## config.mk

```make
export PLATFORM = sky130hd
export DESIGN_NAME = rspe_cell
export DESIGN_NICKNAME = d
export VERILOG_FILES = /design/src/sv/rspe_pkg.sv /design/src/sv/rspe_cell.sv
export SDC_FILE = /design/constraint.sdc
export NUM_CORES = 1
export LEC_CHECK = 0
export BUFFER_PORTS_ARGS = -buffer_cell sky130_fd_sc_hd__buf_2
export CAP_MARGIN = 40
export CORE_UTILIZATION = 35
export CTS_BUF_LIST = sky130_fd_sc_hd__clkbuf_4 sky130_fd_sc_hd__clkbuf_8
export DETAILED_ROUTE_END_ITERATION = 6
export GPL_TIMING_DRIVEN = 0
export PLACE_DENSITY = 0.62
export SLEW_MARGIN = 20
export SYNTH_ARGS = -nofsm -noshare
export SYNTH_HDL_FRONTEND = slang
export SYNTH_SLANG_ARGS = --single-unit
```

## constraint.sdc

```tcl
create_clock -name clk -period 2.96 [get_ports clk]
set_input_delay 0.592 -clock clk [delete_from_list [all_inputs] [get_ports clk]]
set_output_delay 0.592 -clock clk [all_outputs]
set_load 0.02 [all_outputs]
```

## src/sv/rspe_pkg.sv

```systemverilog
// ----------------------------------------------------------------------------
// rspe_pkg
// Shared constants, types and GF(256) arithmetic for the Reed-Solomon parity
// encoder (field polynomial 0x11D).
// ----------------------------------------------------------------------------
`default_nettype none

package rspe_pkg;

	localparam int MAX_PARITY = 32;
	localparam int CFG_W      = 6;
	localparam int CNT_W      = $clog2(MAX_PARITY + 1);
	localparam int BYTE_W     = 8;

	localparam logic [CFG_W-1:0]  CFG_RESET = CFG_W'(10);
	localparam logic [BYTE_W:0]   GF_POLY   = 9'h11D;

	typedef logic [BYTE_W-1:0] byte_t;

	typedef struct packed {
		logic step;
		logic last;
		logic gen_clr;
		logic gen_step;
		logic out_shift;
	} rspe_ctl_t;

	function automatic byte_t gf_mul(input byte_t x, input byte_t y);
		logic [BYTE_W:0] a;
		byte_t           r;
		a = {1'b0, x};
		r = '0;
		for (int i = 0; i < BYTE_W; i++) begin
			if (y[i])
				r = r ^ a[BYTE_W-1:0];
			a = {a[BYTE_W-1:0], 1'b0};
			if (a[BYTE_W])
				a = a ^ GF_POLY;
		end
		return r;
	endfunction

	function automatic logic [CNT_W-1:0] clamp_count(input logic [CFG_W-1:0] c);
		if (c == '0)
			return CNT_W'(1);
		else if (int'(c) > MAX_PARITY)
			return CNT_W'(MAX_PARITY);
		else
			return CNT_W'(c);
	endfunction

endpackage

`default_nettype wire

```

## src/sv/rspe_cell.sv

```systemverilog
// ----------------------------------------------------------------------------
// rspe_cell
// One parity cell: LFSR byte, generator coefficient and output buffer byte.
// ----------------------------------------------------------------------------
`default_nettype none

module rspe_cell (
	input  wire logic                clk,
	input  wire logic                arst_n,
	input  wire rspe_pkg::rspe_ctl_t ctl,
	input  wire rspe_pkg::byte_t     fb,
	input  wire rspe_pkg::byte_t     root,
	input  wire rspe_pkg::byte_t     store_up,
	input  wire rspe_pkg::byte_t     coef_dn,
	input  wire rspe_pkg::byte_t     obuf_up,
	output rspe_pkg::byte_t          store,
	output rspe_pkg::byte_t          coef,
	output rspe_pkg::byte_t          obuf
);
	import rspe_pkg::*;

	byte_t store_q;
	byte_t coef_q;
	byte_t obuf_q;
	byte_t store_nxt;

	assign store_nxt = store_up ^ gf_mul(coef_q, fb);

	always_ff @(posedge clk or negedge arst_n) begin
		if (!arst_n) begin
			store_q <= '0;
		end else if (ctl.step) begin
			store_q <= ctl.last ? '0 : store_nxt;
		end
	end

	always_ff @(posedge clk) begin
		if (ctl.gen_clr)
			coef_q <= '0;
		else if (ctl.gen_step)
			coef_q <= coef_q ^ gf_mul(root, coef_dn);
	end

	// load on a last request wins over draining
	always_ff @(posedge clk) begin
		if (ctl.step && ctl.last)
			obuf_q <= store_nxt;
		else if (ctl.out_shift)
			obuf_q <= obuf_up;
	end

	assign store = store_q;
	assign coef  = coef_q;
	assign obuf  = obuf_q;

endmodule

`default_nettype wire

```

# ---- After elaboration in Yosys (flattened, before gate mapping)
# Index checks and enable logic that the tools add are counted.
dict set report totals {
  ff_bits 24
  inputBits 47
  out_inout_bits 24
  elab_cells 98
}
dict set report op_classes {
  reduce_logical 2
  muxes 63
  bitwise_logic 30
}
# op n
set ops {}
lappend ops {{$mux W8} 49}
lappend ops {{$xor A8 B8 Y8} 16}
lappend ops {{$mux W5} 14}
lappend ops {{$not A4 Y4} 14}
lappend ops {{$reduce_bool A2 Y1} 1}
lappend ops {{$logic_and A1 B1 Y1} 1}

# ---- Depth between registers and ports, before layout
# Gate-level depths: netlist of run 1.
dict set report depth {
  depth_word 33
  ltp_mapped 8
  mapped_depth_nobuf 7
}

# ---- Least setup slack after synthesis of run 1
# No wires, ideal clock.
dict set report synth_timing {
  kind {in2reg}
  start {input port root[6]}
  end {register coef_q[5], in the netlist coef[5]}
  stages 8
  setup_slack_ps 520
  required_time_ps 2844
  setup_ps 116
  t_arrival_ps 2323
  n_path_buf 1
  cell_sequence {buf_4 > xnor3_1 > xnor2_1 > nand2_1 > xnor3_1 > xnor2_1 > a21oi_1 > a31o_2}
}
dict set report synth_between {
  elab_chain_len 28
  word_cells_on_any_way 44
  classes_between {34 x mux; 10 x bitwise}
}
# item line_no
set synth_rtl {}
lappend synth_rtl {{start, declared} rspe_cell.sv:12} ;# input wire rspe_pkg::byte_t root,
lappend synth_rtl {{$mux W8 *} rspe_cell.sv:40} ;# else if (ctl.gen_step)
lappend synth_rtl {{$mux W8 *} rspe_cell.sv:38} ;# if (ctl.gen_clr)
lappend synth_rtl {{$mux W5 *} rspe_pkg.sv:37} ;# if (a[BYTE_W])
lappend synth_rtl {{$mux W8 *} rspe_cell.sv:40}
lappend synth_rtl {{$mux W8 *} rspe_cell.sv:38}
lappend synth_rtl {{$mux W8 *} rspe_cell.sv:40}
lappend synth_rtl {{$mux W8 *} rspe_cell.sv:38}
lappend synth_rtl {{$xor A8 B8 Y8 or $mux W8 (tied branches)} {rspe_pkg.sv:35, rspe_cell.sv:40}}
lappend synth_rtl {{(+12 left out)} --}
lappend synth_rtl {{$mux W8} rspe_pkg.sv:34} ;# if (y[i])
lappend synth_rtl {{$mux W8} rspe_cell.sv:40}
lappend synth_rtl {{$mux W8} rspe_cell.sv:38}
lappend synth_rtl {{$xor A8 B8 Y8} rspe_pkg.sv:35} ;# r = r ^ a[BYTE_W-1:0];
lappend synth_rtl {{$mux W8 *} rspe_pkg.sv:34}
lappend synth_rtl {{$mux W8 *} rspe_cell.sv:40}
lappend synth_rtl {{$mux W8 *} rspe_cell.sv:38}
lappend synth_rtl {{$xor A8 B8 Y8 *} rspe_cell.sv:41} ;# coef_q <= coef_q ^ gf_mul(root, coef_dn);
lappend synth_rtl {{end signal, assigned} rspe_cell.sv:41}
lappend synth_rtl {{end, declared} rspe_cell.sv:23} ;# byte_t coef_q;
# Mark *: on every way between the ends. The rest lies on a longest branch, timed or not. The select of a mux whose other input is x is not followed.
# A chain may end at the register's enable or synchronous reset.

# ---- Worst setup path in the final report of run 1
dict set report layout_timing {
  start {register coef_q[6], in the netlist coef[6]}
  end {register obuf_q[3], in the netlist obuf[3], data pin}
}
dict set report layout_between {
  elab_chain_len 15
  word_cells_on_any_way 24
  classes_between {13 x mux; 11 x bitwise}
}
# item line_no
set layout_rtl {}
lappend layout_rtl {{$mux W5 *} rspe_pkg.sv:37}
lappend layout_rtl {{$xor A8 B8 Y8 or $not A4 Y4 (tied branches)} --}
lappend layout_rtl {{$mux W8 or $mux W5 (tied branches)} {rspe_pkg.sv:34, rspe_pkg.sv:37}}
lappend layout_rtl {{$xor A8 B8 Y8} rspe_pkg.sv:35}
lappend layout_rtl {{$mux W8} rspe_pkg.sv:34}
lappend layout_rtl {{$xor A8 B8 Y8} rspe_pkg.sv:35}
lappend layout_rtl {{$mux W8} rspe_pkg.sv:34}
lappend layout_rtl {{$xor A8 B8 Y8} rspe_pkg.sv:35}
lappend layout_rtl {{$mux W8} rspe_pkg.sv:34}
lappend layout_rtl {{$xor A8 B8 Y8} rspe_pkg.sv:35}
lappend layout_rtl {{$mux W8} rspe_pkg.sv:34}
lappend layout_rtl {{$xor A8 B8 Y8} rspe_pkg.sv:35}
lappend layout_rtl {{$mux W8 *} rspe_pkg.sv:34}
lappend layout_rtl {{$xor A8 B8 Y8 *} rspe_cell.sv:27} ;# assign store_nxt = store_up ^ gf_mul(coef_q, fb);
lappend layout_rtl {{$mux W8 *} rspe_cell.sv:46} ;# if (ctl.step && ctl.last)
lappend layout_rtl {{end signal, assigned} rspe_cell.sv:47} ;# obuf_q <= store_nxt;
lappend layout_rtl {{end signal, assigned} rspe_cell.sv:49} ;# obuf_q <= obuf_up;
lappend layout_rtl {{end, declared} rspe_cell.sv:24} ;# byte_t obuf_q;
# Mark *: on every way between the ends. The rest lies on a longest branch, timed or not.

==> results.md, run 1 <==
| Quantity | Value | Unit |
| --- | --- | --- |
| Run status | complete, no violations | - |
| Total global routing overflow | 0 | - |
| Final count of hold timing violations | 0 | - |
| Number of distinct library cells after synthesis | 41 | - |
| Routed len/inst | 13.1 | um |
| Number of filler cells placed in the layout | 965 | - |
| Count of pins on the block boundary | 71 | - |
| Busiest layer in global routing | met2 | - |
| Largest fanout of any net on the critical path | 10 | - |
| Number of design-rule violations left by the first detailed-router iteration | 107 | - |
| CTS Root Buffer Type | clkbuf_8 | - |
| Number of max-slew violations in the final report | 0 | - |
| Total power draw | 3.67 | mW |
| Sequential share of the synthesized area | 17.7 | % |
| Number of standard-cell rows in the floorplan | 35 | - |
| Final clock skew | 7.76 | ps |
| Top cells by count, synth | nand2_1 (114), xnor2_1 (100), xor2_1 (36) | - |
| Number of antenna violations at the first check in global routing | 0 | - |
| Netlist Area Pre-Place | 0.00340 | mm^2 |
| Critical Path RT | 2980 | ps |
| First-pass GRT wire length | 13,600 | um |
| Type of the most critical hold path | input port to asynchronous set/reset pin | - |
| Critical path's slowest cell | xnor3_1 | - |
| Met2 track demand over resource | 28.7 | % |
| Post-CTS Setup Inserts | 0 | - |
| Number of gates resized after CTS | 0 | - |
| Most frequent cell after synthesis | nand2_1 | - |
| Y dimension of the die | 101 | um |
| Fraction of layout instances using a drive strength above 1 | 17.2 | % |
| Power per standard cell area | 938 | mW/mm^2 |
| Combinational group share of total power | 76.7 | % |
| Number of sinks driven by the clock tree | 24 | - |
| Kind of start point of the critical path | flip-flop | - |
| Element type at the critical path end | flip-flop | - |
| TritonCTS clock tree | done | - |
| Pint | 1.98 | mW |
| Depth of the CTS H-tree | 1 | - |
| Cell count after synthesis | 433 | - |
| RSZ-0062 raised after global routing | no | - |
| Met1 global-route usage | 22.6 | % |
| Post-layout min period | 2430 | ps |
| Area Overhead vs Synth | 15.1 | % |
| Worst path arrival time | 2450 | ps |
| Number of CTS-inserted buffers | 3 | - |
| Worst Max-Slew Pin Slew | 594 | ps |
| Top cells by area in the synthesized netlist | xnor2_1 (26%), nand2_1 (13%), xor2_1 (9.3%) | - |
| EDFF count, synth | 8 | - |
| Total iterations of the first detailed-routing run | 4 | - |
| Largest buffer count on any clock path | 2 | - |
| Ordered list of cells on the worst path | buf_2 -> xor2_2 -> xnor2_1 -> nand2_1 -> xnor2_1 -> xnor3_1 -> xnor2_1 -> o21ai_0 | - |
| Global Route met3 Usage | 2.64 | % |
| Dominant cell type by area after synthesis | xnor2_1 | - |
| Highest Clock Rate | 0.411 | GHz |
| Kind of cell adding the most delay to the critical path | XOR/XNOR gates | - |
| Placed wire-length estimate after detailed placement | 6460 | um |
| Switching Fraction | 46.0 | % |
| Final-report setup violation count | 0 | - |
| Clock transition at the register clock pins on the worst setup and hold paths after CTS | 90 | ps |
| Total inserted antenna cells | 0 | - |
| Syn_area_per_cell | 7.85 | um^2 |
| Proportion of power drawn by the clock network | 7.9 | % |
| Sequential fraction of design power | 15.5 | % |
| Main synth FF type | edfxtp_1 | - |
| Area enclosed by the die boundary | 0.0101 | mm^2 |
| Classification of the worst setup path | flip-flop to flip-flop | - |
| Vias per Instance | 4.72 | - |
| Total nets after synthesis | 480 | - |
| Synthesized flop and latch total | 24 | - |
| Critical path's largest stage delay | 370 | ps |
| Total Neg Setup Slack | 0 | ps |
| CP dominant cell by count | xnor2_1 | - |
| Max cap viols | 0 | - |
| Total routing resource utilization after global routing | 16.8 | % |
| Core area | 0.00933 | mm^2 |
| # hold bufs at CTS | 0 | - |
| Number of global-route vias before repair | 2,854 | - |
| Buffers & Inverters on Critical Path | 1 | - |
| Number of port buffers | 56 | - |
| DRC violations left | 0 | - |
| Detailed-route wire length | 8150 | um |
| Largest net degree at the start of global routing | 15 | - |
| Clock Latency Late Sink | 270 | ps |
| Nets | 541 | - |
| Final critical-path share of the clock period | 82.1 | % |
| Relative slew slack | 60.1 | % |
| Detailed-route via count | 2,934 | - |
| Remaining antenna violation count after routing | 0 | - |
| GPL Wtd Cong | 0.856 | - |
| DIE WIDTH | 101 | um |
| Synth top area share | 25.8 | % |
| Total leakage power | 1.66 | nW |
| Post-synthesis async set-or-reset flop share | 33.3 | % |
| Number of warnings reported in the yosys synthesis log | 0 | - |
| Starting utilization of the core area | 36.4 | % |
| Psw | 1.69 | mW |
| Largest voltage drop on the vdd net | 0.392 | mV |
[power by group through the flow]
| stage | combinational [mW] | sequential [mW] | clock (mW) |
|---|---|---|---|
| 2_1_floorplan | 2.16 | 0.709 | 0 |
| 3_3_place_gp | 2.80 | 0.572 | 0 |
| 3_5_place_dp | 2.83 | 0.576 | 0 |
| 4_1_cts | 2.85 | 0.569 | 0.299 |
| 5_1_grt | 3.11 | 0.585 | 0.312 |
| 6_report | 2.81 | 0.568 | 0.289 |
[area by class of cell]
| type | count | area [um^2] | area share [%] |
|---|---|---|---|
| flip-flops and latches | 24 | 601 | 15.4 |
| inverters | 7 | 26.3 | 0.672 |
| multi-input cells | 370 | 2630 | 67.1 |
| repair buffers | 56 | 280 | 7.17 |
| clock buffers | 3 | 41.3 | 1.06 |
| plain buffers | 32 | 145 | 3.71 |
| clock inverters | 1 | 30.0 | 0.768 |
| well taps | 129 | 161 | 4.13 |
[flip-flops by register name, indices dropped and copies added, names as in the netlist]
register,flops
coef,8
obuf,8
store,8
[layout by cell type (no fill, tap or decap), drive strengths merged, types with 5 or more instances in the layout]
cell,count
mux2i,5
clkbuf,20
buf,71
inv,6
nand2,114
xnor3,9
nand2b,11
dfrtp,8
o2bb2ai,7
xnor2,102
dfxtp,8
nor2,13
nand3,7
a21oi,14
xor2,38
o21ai,13
edfxtp,8
[routing by layer]
metal / vias up / wire length (um)
met5: - / 0
met4: 0 / 76
met3: 6 / 364
met2: 77 / 3740
met1: 1346 / 3970
li1: 1505 / -
[stage by stage]
| stage | setup WS, ps | hold slack, ps | cells | instance area (um^2) | util, % |
|---|---|---|---|---|---|
| after floorplan | 520 | 296 | 433 | 3400 | - |
| after global placement | 280 | 441 | 618 | 3840 | 41.2 |
| after detailed placement | 234 | 439 | 618 | 3840 | 41.2 |
| after CTS | 504 | 141 | 622 | 3910 | 41.9 |
| after global routing | 340 | 138 | 622 | 3910 | 41.9 |
| final | 528 | 140 | 622 | 3910 | 41.9 |
[cells by family (layout without fill, tap and decap cells)]
logic type | after synthesis | after routing | synth area share [%]
DFF | 24 | 24 | 17.7
AOI/OAI and AO/OA | 54 | 54 | 10.5
buffers and inverters | 39 | 99 | 5.04
xor gates and xnor gates | 152 | 152 | 45.0
muxes | 8 | 8 | 2.47
and+or+nand+nor | 156 | 156 | 19.3
[worst paths after layout]
| path | start | endpoint | slack [ps] | cells past startpoint |
|---|---|---|---|---|
| max | coef[6] | obuf[3] | 530 | 8 |
| min | arst_n | store[4] | 140 | 1 |
| max reg2reg | coef[6] | obuf[3] | 530 | 8 |
| min reg2reg | store[5] | store[5] | 490 | 1 |
| max in group asynchronous | arst_n | store[1] | 2650 | 1 |
| min in group clk | store[5] | store[5] | 490 | 1 |
Power figures use the tool's default switching activity.
==> run 2, diff against run 1 <==
Clock period 2.96 ns to 2.3 ns, I/O delays scaled along.
==> run 2 against run 1 <==
  * Non-clock buffer count up 2
  * Worst setup slack worse by 450 ps
  * Global-route usage down 0.12 points
  * Combinational power up 42%
  * Hold slack worse by 130 ps
  * Final area up 4.7%
  * Sequential power up 35%
  * Total power up 40%
  * Critical path type is now input port to flip-flop
  * Highest routed layer unchanged
==> results.md, run 2 (same netlist as run 1, synthesis figures left out) <==
| Quantity | Value | Unit | Change |
| --- | --- | --- | --- |
| Run status | complete, no violations | - | unchanged |
| Max cap viols | 0 | - | unchanged |
| Total leakage power | 1.73 | nW | was 1.66 nW |
| Clock Latency Late Sink | 270 | ps | about the same |
| Relative slew slack | 62.7 | % | was 60.1% |
| Largest net degree at the start of global routing | 15 | - | unchanged |
| Classification of the worst setup path | input port to flip-flop | - | was flip-flop to flip-flop |
| Final-report setup violation count | 0 | - | unchanged |
| Remaining antenna violation count after routing | 0 | - | unchanged |
| Routed len/inst | 13.4 | um | was 13.1 um |
| Number of global-route vias before repair | 2,828 | - | was 2,854 |
| Element type at the critical path end | flip-flop | - | unchanged |
| Number of max-slew violations in the final report | 0 | - | unchanged |
| DIE WIDTH | 101 | um | unchanged |
| Psw | 2.34 | mW | was 1.69 mW |
| Starting utilization of the core area | 36.4 | % | unchanged |
| Combinational group share of total power | 77.8 | % | was 76.7% |
| Final critical-path share of the clock period | 96.4 | % |  |
| RSZ-0062 raised after global routing | yes | - | was no |
| Buffers & Inverters on Critical Path | 1 | - | unchanged |
| Critical Path RT | 2470 | ps | was 2980 ps |
| Clock transition at the register clock pins on the worst setup and hold paths after CTS | 90 | ps | about the same |
| Sequential fraction of design power | 14.9 | % | was 15.5% |
| Number of filler cells placed in the layout | 948 | - | was 965 |
| Placed wire-length estimate after detailed placement | 6520 | um | was 6460 um |
| Largest voltage drop on the vdd net | 0.568 | mV | was 0.392 mV |
| Area enclosed by the die boundary | 0.0101 | mm^2 | unchanged |
| Detailed-route via count | 2,989 | - | was 2,934 |
| Total power draw | 5.13 | mW | was 3.67 mW |
| GPL Wtd Cong | 0.821 | - | was 0.856 |
| Placed instance area | 0.00385 | mm^2 | was 0.00384 mm^2 |
| Number of sinks driven by the clock tree | 24 | - | unchanged |
| DRC violations left | 0 | - | unchanged |
| Switching Fraction | 45.7 | % | was 46.0% |
| Y dimension of the die | 101 | um | unchanged |
| Kind of cell adding the most delay to the critical path | XOR/XNOR gates | - | unchanged |
| Number of design-rule violations left by the first detailed-router iteration | 94 | - | was 107 |
| Critical path's largest stage delay | 490 | ps | was 370 ps |
| Largest fanout of any net on the critical path | 10 | - | unchanged |
| Proportion of power drawn by the clock network | 7.3 | % | was 7.9% |
| First-pass GRT wire length | 13,400 | um | was 13,600 um |
| Count of pins on the block boundary | 71 | - | unchanged |
| Final core utilization | 43.9 | % | was 41.9% |
| Power per standard cell area | 1250 | mW/mm^2 | was 938 mW/mm^2 |
| Ordered list of cells on the worst path | buf_4 -> xnor3_1 -> xnor2_2 -> nand2_1 -> xnor3_1 -> xnor2_2 -> a21oi_1 -> a31o_2 | - | was buf_2 -> xor2_2 -> xnor2_1 -> nand2_1 -> xnor2_1 -> xnor3_1 -> xnor2_1 -> o21ai_0 |
| Final design area excluding fillers | 0.00409 | mm^2 | was 0.00391 mm^2 |
| Detailed-route wire length | 8340 | um | was 8150 um |
| Commonest non-fill, non-tap cells in the layout | nand2_1 (114), xnor2_1 (92), buf_2 (64), xor2_1 (33), clkbuf_1 (15) | - | was nand2_1 (114), xnor2_1 (100), buf_2 (67), xor2_1 (36), clkbuf_1 (17) |
| Number of antenna violations at the first check in global routing | 0 | - | unchanged |
| Core area | 0.00933 | mm^2 | unchanged |
| CTS Root Buffer Type | clkbuf_8 | - | unchanged |
| Most frequent standard cell in the layout excluding fill and tap cells | nand2_1 | - | unchanged |
| Number of standard-cell rows in the floorplan | 35 | - | unchanged |
| Fraction of layout instances using a drive strength above 1 | 21.2 | % | was 17.2% |
| Pint | 2.79 | mW | was 1.98 mW |
| Number of CTS-inserted buffers | 3 | - | unchanged |
| TritonCTS clock tree | done | - | unchanged |
| Critical path's slowest cell | xnor3_1 | - | unchanged |
| Post-layout min period | 2220 | ps |  |
| Total global routing overflow | 0 | - | unchanged |
| Depth of the CTS H-tree | 1 | - | unchanged |
| Total inserted antenna cells | 0 | - | unchanged |
| Number of port buffers | 56 | - | unchanged |
| Final count of hold timing violations | 0 | - | unchanged |
| Kind of start point of the critical path | input port | - | was flip-flop |
| Total routing resource utilization after global routing | 16.7 | % | was 16.8% |
| Area Overhead vs Synth | 20.5 | % | was 15.1% |
| Largest buffer count on any clock path | 2 | - | unchanged |
| Type of the most critical hold path | input port to asynchronous set/reset pin | - | unchanged |
| Final clock skew | 4.79 | ps | was 7.76 ps |
| Nets | 543 | - | was 541 |
| Total iterations of the first detailed-routing run | 4 | - | unchanged |
| Highest Clock Rate | 0.451 | GHz |  |
| Vias per Instance | 4.79 | - | was 4.72 |
| Worst path arrival time | 2390 | ps | was 2450 ps |
| Worst Max-Slew Pin Slew | 559 | ps | was 594 ps |
[run 2: cell types whose count changed in the layout (fill, tap and decap cells not counted), sizes merged]
| cell | previous run | this run |
|---|---|---|
| buf | 71 | 72 |
| clkbuf | 20 | 21 |
[run 2: repair_timing]
action	in CTS	in global routing
setup endpoints to repair	8	12
gates resized for setup	9	23
hold buffers	0	0
pin swaps	0	2
buffers inserted	0	2
[run 2: through the flow]
stage               cells  worst slack [ps]  setup TNS (ps)  hold slack [ps]
floorplan             433              35.2               0              164
global placement      618              -273            -947              310
detailed placement    618              -260           -1220              311
CTS                   622              8.95               0             9.37
global route          624             -41.3           -60.6             14.5
finish                624              82.7               0             12.0
[run 2: area by class of cell]
cell class	instances	area (um^2)	area share, %
buffer	32	165	4.03
clock buffer	3	41.3	1.01
timing repair buffer	58	295	7.21
multi-input combinational	370	2770	67.5
clock inverter	1	30.0	0.733
sequential	24	609	14.9
tap	129	161	3.94
inverter	7	26.3	0.642
[run 2: power groups by stage]
stage	Clock, mW	Sequential, mW	Combinational, mW
after floorplan	0	0.912	2.78
after global placement	0	0.738	3.61
after detailed placement	0	0.738	3.67
after CTS	0.384	0.748	3.74
after global routing	0.395	0.792	4.34
final	0.374	0.765	3.99
[run 2: worst reg2reg max path, cell delays in order (launching register included)]
cell	delay, ps
dfxtp_2	340
buf_8	150
xnor2_4	240
xor2_1	170
nand2_1	80
xor2_1	210
xnor3_1	480
xnor2_2	180
o21ai_0	110
[run 2: path summary, 6_finish.rpt]
kind	startpoint	endpoint	slack [ps]	depth (start not counted)
min in group clk	ctl[3]	store[3]	390	2
worst max-delay path	root[6]	coef[5]	80	8
worst min register to register	store[5]	store[5]	490	1
worst max register to register	coef[6]	obuf[3]	80	8
max in group asynchronous	arst_n	store[4]	2120	1
worst min-delay path	arst_n	store[2]	10	1
[run 2: metal layers]
| metal | up-vias | part of all wire, % | global-route usage [%] |
|---|---|---|---|
| li1 | 1516 | - | - |
| met1 | 1396 | 49 | 23.1 |
| met2 | 73 | 46 | 28.2 |
| met3 | 4 | 4.8 | 2.57 |
| met4 | 0 | 0.38 | 2.23 |
| met5 | - | 0 | 0 |
